### config.mk
export PLATFORM = sky130hd
export DESIGN_NAME = gated_switch_debouncer
export DESIGN_NICKNAME = d
export VERILOG_FILES = /design/src/rtl/gsd_pkg.sv /design/src/rtl/gsd_cfg.sv /design/src/rtl/gsd_step.sv /design/src/rtl/gated_switch_debouncer.sv
export SDC_FILE = /design/constraint.sdc
export NUM_CORES = 1
export LEC_CHECK = 0
export BUFFER_PORTS_ARGS = -buffer_cell sky130_fd_sc_hd__buf_4
export CORE_ASPECT_RATIO = 1.2
export CORE_MARGIN = 10
export CORE_UTILIZATION = 40
export DETAILED_ROUTE_END_ITERATION = 16
export PLACE_DENSITY_LB_ADDON = 0.1
export SKIP_LAST_GASP = 1
export SLEW_MARGIN = 10
export SYNTH_ARGS = -nofsm -noshare
export SYNTH_HDL_FRONTEND = slang
export SYNTH_HIERARCHICAL = 1
export SYNTH_SLANG_ARGS = --single-unit
export TNS_END_PERCENT = 1
### constraint.sdc
create_clock -name i_clk -period 7.5 [get_ports i_clk]
set_input_delay 0.375 -clock i_clk [delete_from_list [all_inputs] [get_ports i_clk]]
set_output_delay 0.375 -clock i_clk [all_outputs]
set_load 0.01 [all_outputs]
### src/rtl/gsd_pkg.sv
`default_nettype none

package gsd_pkg;

    localparam int unsigned PollW   = 16;
    localparam int unsigned ThrW    = 8;
    localparam int unsigned SettleW = 16;
    localparam int unsigned LimitW  = 15;
    localparam int unsigned TimeW   = 32;
    localparam int unsigned SpeedW  = 16;
    localparam int unsigned CfgIdxW = 2;
    localparam int unsigned CfgDatW = 16;

    localparam logic [CfgIdxW-1:0] REG_POLL_INTERVAL = 2'd0;
    localparam logic [CfgIdxW-1:0] REG_STABLE_THR    = 2'd1;
    localparam logic [CfgIdxW-1:0] REG_SETTLE_TIME   = 2'd2;
    localparam logic [CfgIdxW-1:0] REG_SPEED_LIMIT   = 2'd3;

    localparam logic [PollW-1:0]   POLL_RST   = 16'd10;
    localparam logic [ThrW-1:0]    THR_RST    = 8'd3;
    localparam logic [SettleW-1:0] SETTLE_RST = 16'd50;
    localparam logic [LimitW-1:0]  LIMIT_RST  = 15'd300;

    // mode encoding: 1 is 4WD, 0 is 2WD
    localparam logic MODE_4WD = 1'b1;
    localparam logic MODE_2WD = 1'b0;

    typedef struct packed {
        logic [PollW-1:0]   poll_interval;
        logic [ThrW-1:0]    stable_thr;
        logic [SettleW-1:0] settle_time;
        logic [LimitW-1:0]  speed_limit;
    } t_cfg;

    typedef struct packed {
        logic             started;
        logic             confirmed;
        logic             candidate;
        logic [ThrW-1:0]  stable_run;
        logic [TimeW-1:0] last_poll;
        logic [TimeW-1:0] cand_start;
        logic             changed;
        logic             blocked;
    } t_state;

endpackage

`default_nettype wire

### src/rtl/gsd_cfg.sv
`default_nettype none

module gsd_cfg (
    input  wire logic                        i_clk,
    input  wire logic                        i_rst_n,
    input  wire logic                        i_cfg_we,
    input  wire logic [gsd_pkg::CfgIdxW-1:0] i_cfg_idx,
    input  wire logic [gsd_pkg::CfgDatW-1:0] i_cfg_data,
    output gsd_pkg::t_cfg                    o_cfg
);

    gsd_pkg::t_cfg r_cfg;

    always_ff @(posedge i_clk) begin
        if (!i_rst_n) begin
            r_cfg.poll_interval <= gsd_pkg::POLL_RST;
            r_cfg.stable_thr    <= gsd_pkg::THR_RST;
            r_cfg.settle_time   <= gsd_pkg::SETTLE_RST;
            r_cfg.speed_limit   <= gsd_pkg::LIMIT_RST;
        end else if (i_cfg_we) begin
            unique case (i_cfg_idx)
                gsd_pkg::REG_POLL_INTERVAL: begin
                    r_cfg.poll_interval <= i_cfg_data[gsd_pkg::PollW-1:0];
                end
                gsd_pkg::REG_STABLE_THR: begin
                    r_cfg.stable_thr <= i_cfg_data[gsd_pkg::ThrW-1:0];
                end
                gsd_pkg::REG_SETTLE_TIME: begin
                    r_cfg.settle_time <= i_cfg_data[gsd_pkg::SettleW-1:0];
                end
                gsd_pkg::REG_SPEED_LIMIT: begin
                    r_cfg.speed_limit <= i_cfg_data[gsd_pkg::LimitW-1:0];
                end
                default: begin
                end
            endcase
        end
    end

    assign o_cfg = r_cfg;

endmodule

`default_nettype wire

### src/rtl/gsd_step.sv
`default_nettype none

module gsd_step (
    input  wire gsd_pkg::t_cfg              i_cfg,
    input  wire gsd_pkg::t_state            i_state,
    input  wire logic                       i_level,
    input  wire logic [gsd_pkg::TimeW-1:0]  i_now_ms,
    input  wire logic signed [gsd_pkg::SpeedW-1:0] i_speed,
    input  wire logic                       i_clear_changed,
    output gsd_pkg::t_state                 o_state
);

    logic                       raw;
    logic                       over;
    logic                       due;
    logic                       same;
    logic [gsd_pkg::TimeW-1:0]  poll_diff;
    logic [gsd_pkg::TimeW-1:0]  settle_diff;
    logic [gsd_pkg::ThrW-1:0]   run_nx;
    logic                       settled;
    logic                       qualify;
    logic                       changed0;
    logic signed [gsd_pkg::SpeedW-1:0] limit_s;

    assign raw      = i_level ? gsd_pkg::MODE_2WD : gsd_pkg::MODE_4WD;
    assign limit_s  = $signed({1'b0, i_cfg.speed_limit});
    assign over     = i_speed > limit_s;
    assign changed0 = i_clear_changed ? 1'b0 : i_state.changed;

    assign poll_diff = i_now_ms - i_state.last_poll;
    assign due       = poll_diff >= {{(gsd_pkg::TimeW-gsd_pkg::PollW){1'b0}},
                                     i_cfg.poll_interval};

    assign same = raw == i_state.candidate;
    // a new candidate starts now, so its elapsed time is zero
    assign settle_diff = same ? (i_now_ms - i_state.cand_start) : '0;
    assign settled     = settle_diff >= {{(gsd_pkg::TimeW-gsd_pkg::SettleW){1'b0}},
                                         i_cfg.settle_time};

    always_comb begin
        run_nx = i_state.stable_run;
        if (!same) begin
            run_nx = gsd_pkg::ThrW'(1);
        end else if (i_state.stable_run < i_cfg.stable_thr) begin
            run_nx = i_state.stable_run + gsd_pkg::ThrW'(1);
        end
    end

    assign qualify = (run_nx >= i_cfg.stable_thr) && settled && (raw != i_state.confirmed);

    always_comb begin
        o_state         = i_state;
        o_state.changed = changed0;
        if (!i_state.started) begin
            o_state.started    = 1'b1;
            o_state.confirmed  = raw;
            o_state.candidate  = raw;
            o_state.stable_run = '0;
            o_state.changed    = 1'b1;
            o_state.last_poll  = i_now_ms;
            o_state.cand_start = '0;
            o_state.blocked    = 1'b0;
        end else if (due) begin
            o_state.last_poll  = i_now_ms;
            o_state.candidate  = raw;
            o_state.stable_run = run_nx;
            if (!same) begin
                o_state.cand_start = i_now_ms;
            end
            if (over) begin
                // hold the mode, flag the held-off change
                if (qualify) begin
                    o_state.blocked = 1'b1;
                end
            end else begin
                o_state.blocked = 1'b0;
                if (qualify) begin
                    o_state.confirmed = raw;
                    o_state.changed   = 1'b1;
                end
            end
        end
    end

endmodule

`default_nettype wire

### src/rtl/gated_switch_debouncer.sv
`default_nettype none

// Debounced two-position drive mode switch with a speed interlock.
// Input channel (i_in_valid / o_in_ready) carries one sample request: raw
// level, millisecond time, signed speed and a clear for the change flag.
// Output channel (o_out_valid / i_out_ready) returns one result per request:
// confirmed mode (1 is 4WD), sticky change flag and blocked flag.
// The first request after reset takes the mode straight from the level.
// After acceptance the input register holds the request; once the result register
// is free, the step logic feeds it and the state registers, and o_out_valid rises.
// Throughput is one request per cycle while the receiver does not stall; the state
// update between input and result register is combinational.
// When the receiver stalls, the result register holds and the input register
// takes one more request; o_in_ready drops only while both are full.
// Reset (synchronous, active low) clears state, empties both registers and
// loads the configuration defaults. Configuration writes through i_cfg_we /
// i_cfg_idx / i_cfg_data take effect in the next cycle, with no handshake.
module gated_switch_debouncer (
    input  wire logic                               i_clk,
    input  wire logic                               i_rst_n,
    input  wire logic                               i_cfg_we,
    input  wire logic [gsd_pkg::CfgIdxW-1:0]        i_cfg_idx,
    input  wire logic [gsd_pkg::CfgDatW-1:0]        i_cfg_data,
    input  wire logic                               i_in_valid,
    output logic                                    o_in_ready,
    input  wire logic                               i_level,
    input  wire logic [gsd_pkg::TimeW-1:0]          i_now_ms,
    input  wire logic signed [gsd_pkg::SpeedW-1:0]  i_speed,
    input  wire logic                               i_clear_changed,
    output logic                                    o_out_valid,
    input  wire logic                               i_out_ready,
    output logic                                    o_four_wheel_drive,
    output logic                                    o_mode_changed,
    output logic                                    o_change_blocked
);

    gsd_pkg::t_cfg   cfg;
    gsd_pkg::t_state r_state;
    gsd_pkg::t_state n_state;

    logic                              r_in_valid;
    logic                              r_level;
    logic [gsd_pkg::TimeW-1:0]         r_now_ms;
    logic signed [gsd_pkg::SpeedW-1:0] r_speed;
    logic                              r_clear;

    logic r_out_valid;
    logic r_fwd;
    logic r_changed;
    logic r_blocked;

    logic advance;
    logic accept;

    gsd_cfg u_cfg (
        .i_clk      (i_clk),
        .i_rst_n    (i_rst_n),
        .i_cfg_we   (i_cfg_we),
        .i_cfg_idx  (i_cfg_idx),
        .i_cfg_data (i_cfg_data),
        .o_cfg      (cfg)
    );

    gsd_step u_step (
        .i_cfg           (cfg),
        .i_state         (r_state),
        .i_level         (r_level),
        .i_now_ms        (r_now_ms),
        .i_speed         (r_speed),
        .i_clear_changed (r_clear),
        .o_state         (n_state)
    );

    assign advance    = r_in_valid && (!r_out_valid || i_out_ready);
    assign o_in_ready = !r_in_valid || advance;
    assign accept     = i_in_valid && o_in_ready;

    always_ff @(posedge i_clk) begin
        if (!i_rst_n) begin
            r_in_valid <= 1'b0;
        end else if (accept) begin
            r_in_valid <= 1'b1;
        end else if (advance) begin
            r_in_valid <= 1'b0;
        end
    end

    always_ff @(posedge i_clk) begin
        if (accept) begin
            r_level  <= i_level;
            r_now_ms <= i_now_ms;
            r_speed  <= i_speed;
            r_clear  <= i_clear_changed;
        end
    end

    always_ff @(posedge i_clk) begin
        if (!i_rst_n) begin
            r_state <= '0;
        end else if (advance) begin
            r_state <= n_state;
        end
    end

    always_ff @(posedge i_clk) begin
        if (!i_rst_n) begin
            r_out_valid <= 1'b0;
        end else if (advance) begin
            r_out_valid <= 1'b1;
        end else if (i_out_ready) begin
            r_out_valid <= 1'b0;
        end
    end

    always_ff @(posedge i_clk) begin
        if (advance) begin
            r_fwd     <= n_state.confirmed;
            r_changed <= n_state.changed;
            r_blocked <= n_state.blocked;
        end
    end

    assign o_out_valid        = r_out_valid;
    assign o_four_wheel_drive = r_fwd;
    assign o_mode_changed     = r_changed;
    assign o_change_blocked   = r_blocked;

endmodule

`default_nettype wire

# == Yosys cells after proc, flatten, opt, wreduce, memory -nomap -nowiden ==
# Cells that the tools add are included.
# word_totals
inputBits,73
reg_bits,187
word_cells,71
# classes
add_sub_neg,3
n_reduce_logical,17
n_eq_ne,7
n_lt_le_gt_ge,5
mux,18
# op_table
operator,count
2-to-1 mux 76 bit,2
>= comparator 32 x 16 -> 1 bit,2
2-to-1 mux 32 bit,2
subtractor 32 bit,2
> comparator 16 bit,1
2-to-1 mux 8 bit,2
2-to-1 mux 1 bit,12
AND reduction 2 bit,5
adder 8 x 1 -> 8 bit (second input constant),1
>= comparator 8 bit,1
less-than comparator 8 bit,1
== test 2 bit (second input constant),2
logical AND 1 bit,4
nonzero test 2 bit,2
AND reduction 3 bit,1
== test 2 x 1 -> 1 bit (second input constant),1
zero test 1 bit,2
zero test 2 bit,1
logical OR 1 bit,2
!= test 2 x 1 -> 1 bit (second input constant),1
!= test 2 bit (second input constant),1
== test 1 bit,1
!= test 1 bit,1

# == Depth between registers and ports, before layout ==
# depth
depth_word,10
mapped_depth,26

# == Modules after synthesis ==
# The synthesis kept the hierarchy.
# modules_own_cells
mod,cells_each,instances,area_each_um2
gsd_step,1031,1,6967.9
gated_switch_debouncer,396,1,4727.0
gsd_cfg,210,1,2147.1

# == Worst setup path after synthesis ==
# No wires, ideal clock.
# synth_path
path_type,reg-to-reg
startpoint,register r_now_ms[0] in the netlist's numbering
endpoint,register r_state[0] in the netlist's numbering
path_slack_ns,2.553
synth_period_minus_slack_ns,4.947
arrival_ns,4.875
stages_incl_launch_ff,25
required_time_ns,7.428
n_path_buf,1
path_cell_list,edfxtp_1 > inv_1 > ha_1 > inv_1 > fa_1 > a21o_1 > a221oi_4 > o21ai_0 > a21o_1 > a21o_1 > xor2_1 > ha_1 > a21oi_1 > o22ai_1 > a211oi_1 > nand3_1 > nand4b_1 > or3_1 > a311oi_1 > nand3b_1 > or4_4 > buf_4 > a221oi_2 > nand2_1 > mux2i_1
# synth_lines
item,line_no,source
"start, declared",gated_switch_debouncer.sv:43,logic [gsd_pkg::TimeW-1:0] r_now_ms;
"start signal, assigned",gated_switch_debouncer.sv:91,r_now_ms <= i_now_ms;
"end signal, assigned",gated_switch_debouncer.sv:101,r_state <= n_state;
"end, declared",gated_switch_debouncer.sv:38,gsd_pkg::t_state r_state;

# == Worst setup path after layout ==
# layout_path
startpoint,register r_now_ms[0] in the netlist's numbering
endpoint,register r_state[43] in the netlist's numbering
# layout_between
elab_chain_len,4
# layout_rtl
item,line_no,source
subtractor 32 bit,gsd_step.sv:30,assign poll_diff = i_now_ms - i_state.last_poll;
>= comparator 32 x 16 -> 1 bit,gsd_step.sv:31,"assign due = poll_diff >= {{(gsd_pkg::TimeW-gsd_pkg::PollW){1'b0}},"
!= test 2 x 1 -> 1 bit (no line),--,
AND reduction 2 bit (no line),--,
# Every way passes these cells.
# A chain may end at the register's enable or synchronous reset.

==> impl_summary.txt <==
----------------------------------------------------
[Synth]
  Synthesized cell area ... 13800 sq um
  Number of enable-type register cells in the synthesized netlist ... 53
  Fraction of post-synthesis cell area in the top cell type by area ... 19.4%
  Synth Instances ... 1637
  Cell taking the most area after synthesis ... dfxtp_1
  Leading cell types by total area after synthesis ... dfxtp_1 (19%), mux2i_1 (12%), edfxtp_1 (11%)
  Dominant register cell in the synthesized netlist ... dfxtp_1
  Synthesized flop and latch total ... 187
  Library cells used by synthesis ... 84
  Synthesized Nets ... 1837
  Count of synthesis-stage warnings from yosys ... 6
  Sequential share of the synthesized area ... 30.9%
  Synthesized area per cell ... 8.46 sq um
  Commonest cells in the synthesized netlist ... nand2_1 (357), mux2i_1 (166), dfxtp_1 (134), inv_1 (129), ha_1 (125)
  Top-count cell post-synth ... nand2_1
  Proportion of synthesized flip-flops having asynchronous set or reset ... 0%

[Power]
  Power density cells ... 175 nW/um^2
  Pwr Total ... 0.00266 W
  Leakage dissipation ... 6.10 nW
  IR Drop Worst-Case VDD ... 0.161 mV

[Global routing]
  First-pass GRT wire length ... 58900 um
  Initial antenna violation count ... 0
  Pin count of the biggest net entering global routing ... 158
  Overall global routing resource usage ... 17.2%
  Remaining global-route overflow ... 0
  Number of global-route vias before repair ... 11255

[STA]
  Worst-case headroom to the max-slew limit ... 20.8%
  Setup repair after global routing missed its margin ... no
  Post-route setup TNS ... 0 ns
  Max Slew Vio Count ... 0
  Final worst path period share ... 82.7%
  FMAX ... 161 MHz
  Layout Skew ... 0.00940 ns
  Endpoints failing setup ... 0
  Total count of hold-check failures in the final report ... 0
  Worst-Margin Slew ... 1.19 ns
  Shortest period the worst path allows ... 6.21 ns

[Place]
  Placement-stage cell area ... 14600 sq um
  GPL Wtd Cong ... 0.838
  Number of buffers inserted by port buffering ... 77
  Post-DP HPWL ... 27600 um

[Clock tree]
  Hold buffers post-CTS ... 0
  Htree depth ... 4
  Clk Latency, worst-skew pair ... 0.46 ns
  Clock transition at the registers of the reported paths ... 0.08 ns
  Number of setup buffers added after CTS ... 0
  Number of buffers inserted during clock tree synthesis ... 17
  Number of resized instances in the post-cts repair step ... 0
  Total number of clock tree sinks ... 187
  Clock root buffer master ... clkbuf_16
  CTS tree ... built
  Number of buffers on the longest clock path ... 2

[Worst setup path]
  Cell type with the highest occurrence count on the critical path ... a21o_1
  Peak per-stage delay on the critical path ... 0.65 ns
  Startpoint type of the worst setup path ... flip-flop
  Data required time of the critical path ... 7.82 ns
  Start of the worst register-to-register path ... r_now_ms[0]$_DFFE_PP_
  Critical register-to-register path endpoint ... r_state[43]$_SDFFE_PN0P_
  Worst-path fanout max ... 33
  Crit path arrival time ... 6.52 ns
  Register-to-Register Setup Slack ... 1.29 ns
  Critical Path End Type ... flip-flop
  Worst R2R Path Depth ... 25
  CP max stage cell ... nand2_2
  Type of the worst setup path ... flip-flop to flip-flop

[Detailed routing]
  First DRT Iteration DRCs ... 695
  Remaining DRCs ... 0
  Post-route ant nets ... 0
  Vias per std cell ... 5.26
  Total via count after detailed routing ... 11216
  Routed WL per cell ... 17.1 um
  DRT Pass-1 Iters ... 6
  Total wire length ... 36500 um

[Outcome]
  Run status ... completed

[Cells and area]
  Area growth, synth to finish ... 9.84%
  Diode insertion count for antenna repair ... 0
  Number of inserted filler cells in the final layout ... 3537
  Fraction of layout cells with a size suffix above 1 ... 10.5%
  Multi-input combinational cell area ... 8610 sq um
  Final core utilization ... 44.6%
  Net total in the final layout ... 1862
  Post-Layout Inst Area ... 15200 sq um
  Register area ... 4280 sq um

[Floorplanning]
  Number of placement rows ... 74
  Die footprint ... 42500 sq um
  Vertical die dimension ... 224 um
  Floorplan Core Area ... 34100 sq um
  Starting Density ... 40.6%
  Die width ... 190 um
  Ports placed on the boundary ... 78

[Hold path]
  Worst Hold Endpoint ... r_level$_DFFE_PP_
  Hold/Removal Path Class ... input port to flip-flop
  Number of instances on the worst hold path ... 1
  Hold path start ... i_level

[Run]
  Number of max-cap violations ... 0

----------------------------------------------------
==> area by class of cell <==
type | instances | share of cell area [%]
inverters | 130 | 3.21
flip-flops and latches | 187 | 28.1
clock buffers | 20 | 3.14
multi-input cells | 1239 | 56.7
clock inverters | 12 | 0.798
well taps | 456 | 3.75
repair buffers | 87 | 4.32
==> placed cells by master (no fill, tap or decap), drive strengths merged, types with 6 or more instances in the layout <==
| master | n |
|---|---|
| o211ai | 8 |
| a21oi | 103 |
| buf | 87 |
| o2111ai | 7 |
| nand3b | 6 |
| nor4 | 10 |
| nor3 | 17 |
| o21bai | 6 |
| nor2b | 26 |
| o21ai | 52 |
| a211oi | 16 |
| nand4 | 23 |
| o21a | 12 |
| nand3 | 21 |
| a21o | 20 |
| xnor2 | 25 |
| mux2 | 31 |
| xor2 | 28 |
| dfxtp | 134 |
| mux2i | 166 |
| nand2b | 16 |
| and2 | 9 |
| inv | 138 |
| nand2 | 358 |
| nor2 | 68 |
| clkbuf | 20 |
| edfxtp | 53 |
| ha | 125 |
| and3 | 8 |
==> routing by layer <==
metal	vias to the layer above	track usage [%]	part of all wire [%]
met1	5293	20.5	45
met5	-	0	0
met4	0	5.49	1.8
met3	33	2.75	3.0
met2	166	30.6	50
li1	5724	-	-
==> metrics by stage <==
step / setup slack (ns) / hold slack (ns) / std cells
finish: 1.29 / 0.0850 / 2131
global route: 0.856 / 0.0627 / 2131
CTS: 1.25 / 0.0514 / 2131
detailed placement: 1.31 / 0.448 / 2099
global placement: 1.42 / 0.443 / 2099
floorplan: 2.55 / 0.434 / 1637
==> sequential cells by signal, summed over array words and instances (netlist names) <==
signal,count
o_change_blocked,1
r_now_ms,32
u_cfg/o_cfg,55
o_mode_changed,1
r_level,1
r_state,77
r_speed,16
o_out_valid,1
r_in_valid,1
o_four_wheel_drive,1
r_clear,1
==> how the worst max path moves through the flow <==
| stage | slack (ns) | startpoint | endpoint | depth (start not counted) |
|---|---|---|---|---|
| after floorplan | 2.55 | r_now_ms[0]$_DFFE_PP_ | r_state[0]$_SDFFE_PN0P_ | 24 |
| after global placement | 1.42 | r_now_ms[0]$_DFFE_PP_ | r_state[47]$_SDFFE_PN0P_ | 25 |
| after detailed placement | 1.31 | r_now_ms[0]$_DFFE_PP_ | r_state[54]$_SDFFE_PN0P_ | 25 |
| after CTS | 1.25 | r_now_ms[0]$_DFFE_PP_ | r_state[54]$_SDFFE_PN0P_ | 25 |
| after global routing | 0.86 | r_now_ms[0]$_DFFE_PP_ | r_state[51]$_SDFFE_PN0P_ | 25 |
| final | 1.29 | r_now_ms[0]$_DFFE_PP_ | r_state[43]$_SDFFE_PN0P_ | 25 |
==> power breakdown <==
| group | total (W) | switching (W) | internal [W] |
|---|---|---|---|
| combinational | 0.000599 | 0.000355 | 0.000244 |
| sequential | 0.00111 | 0.0000332 | 0.00108 |
| clock | 0.000944 | 0.000439 | 0.000505 |
| total | 0.00266 | 0.000827 | 0.00183 |
==> critical path, delay by kind of cell (launching register included) <==
family | cells | cell delay (ns)
adder cells (fa/ha/maj) | 3 | 0.75
AND/OR/NAND/NOR | 7 | 1.76
AO/OA/AOI/OAI | 9 | 1.94
buffers and inverters | 3 | 0.39
multiplexers | 2 | 0.64
XOR/XNOR | 1 | 0.14
flip-flops | 1 | 0.41
==> cells by family (layout without fill, tap and decap cells) <==
kind of cell | after synthesis | after routing | share of synthesized area (%)
AO/OA/AOI/OAI | 273 | 273 | 12.7
multiplexers | 197 | 197 | 15.3
buffers and inverters | 211 | 249 | 7.01
AND/OR/NAND/NOR | 588 | 588 | 19.2
flip-flops | 187 | 187 | 30.9
other | 1 | 1 | 0.0271
XOR/XNOR | 53 | 53 | 3.35
adder cells (fa/ha/maj) | 127 | 127 | 11.6
No activity file was read; power rests on OpenSTA's default activity.
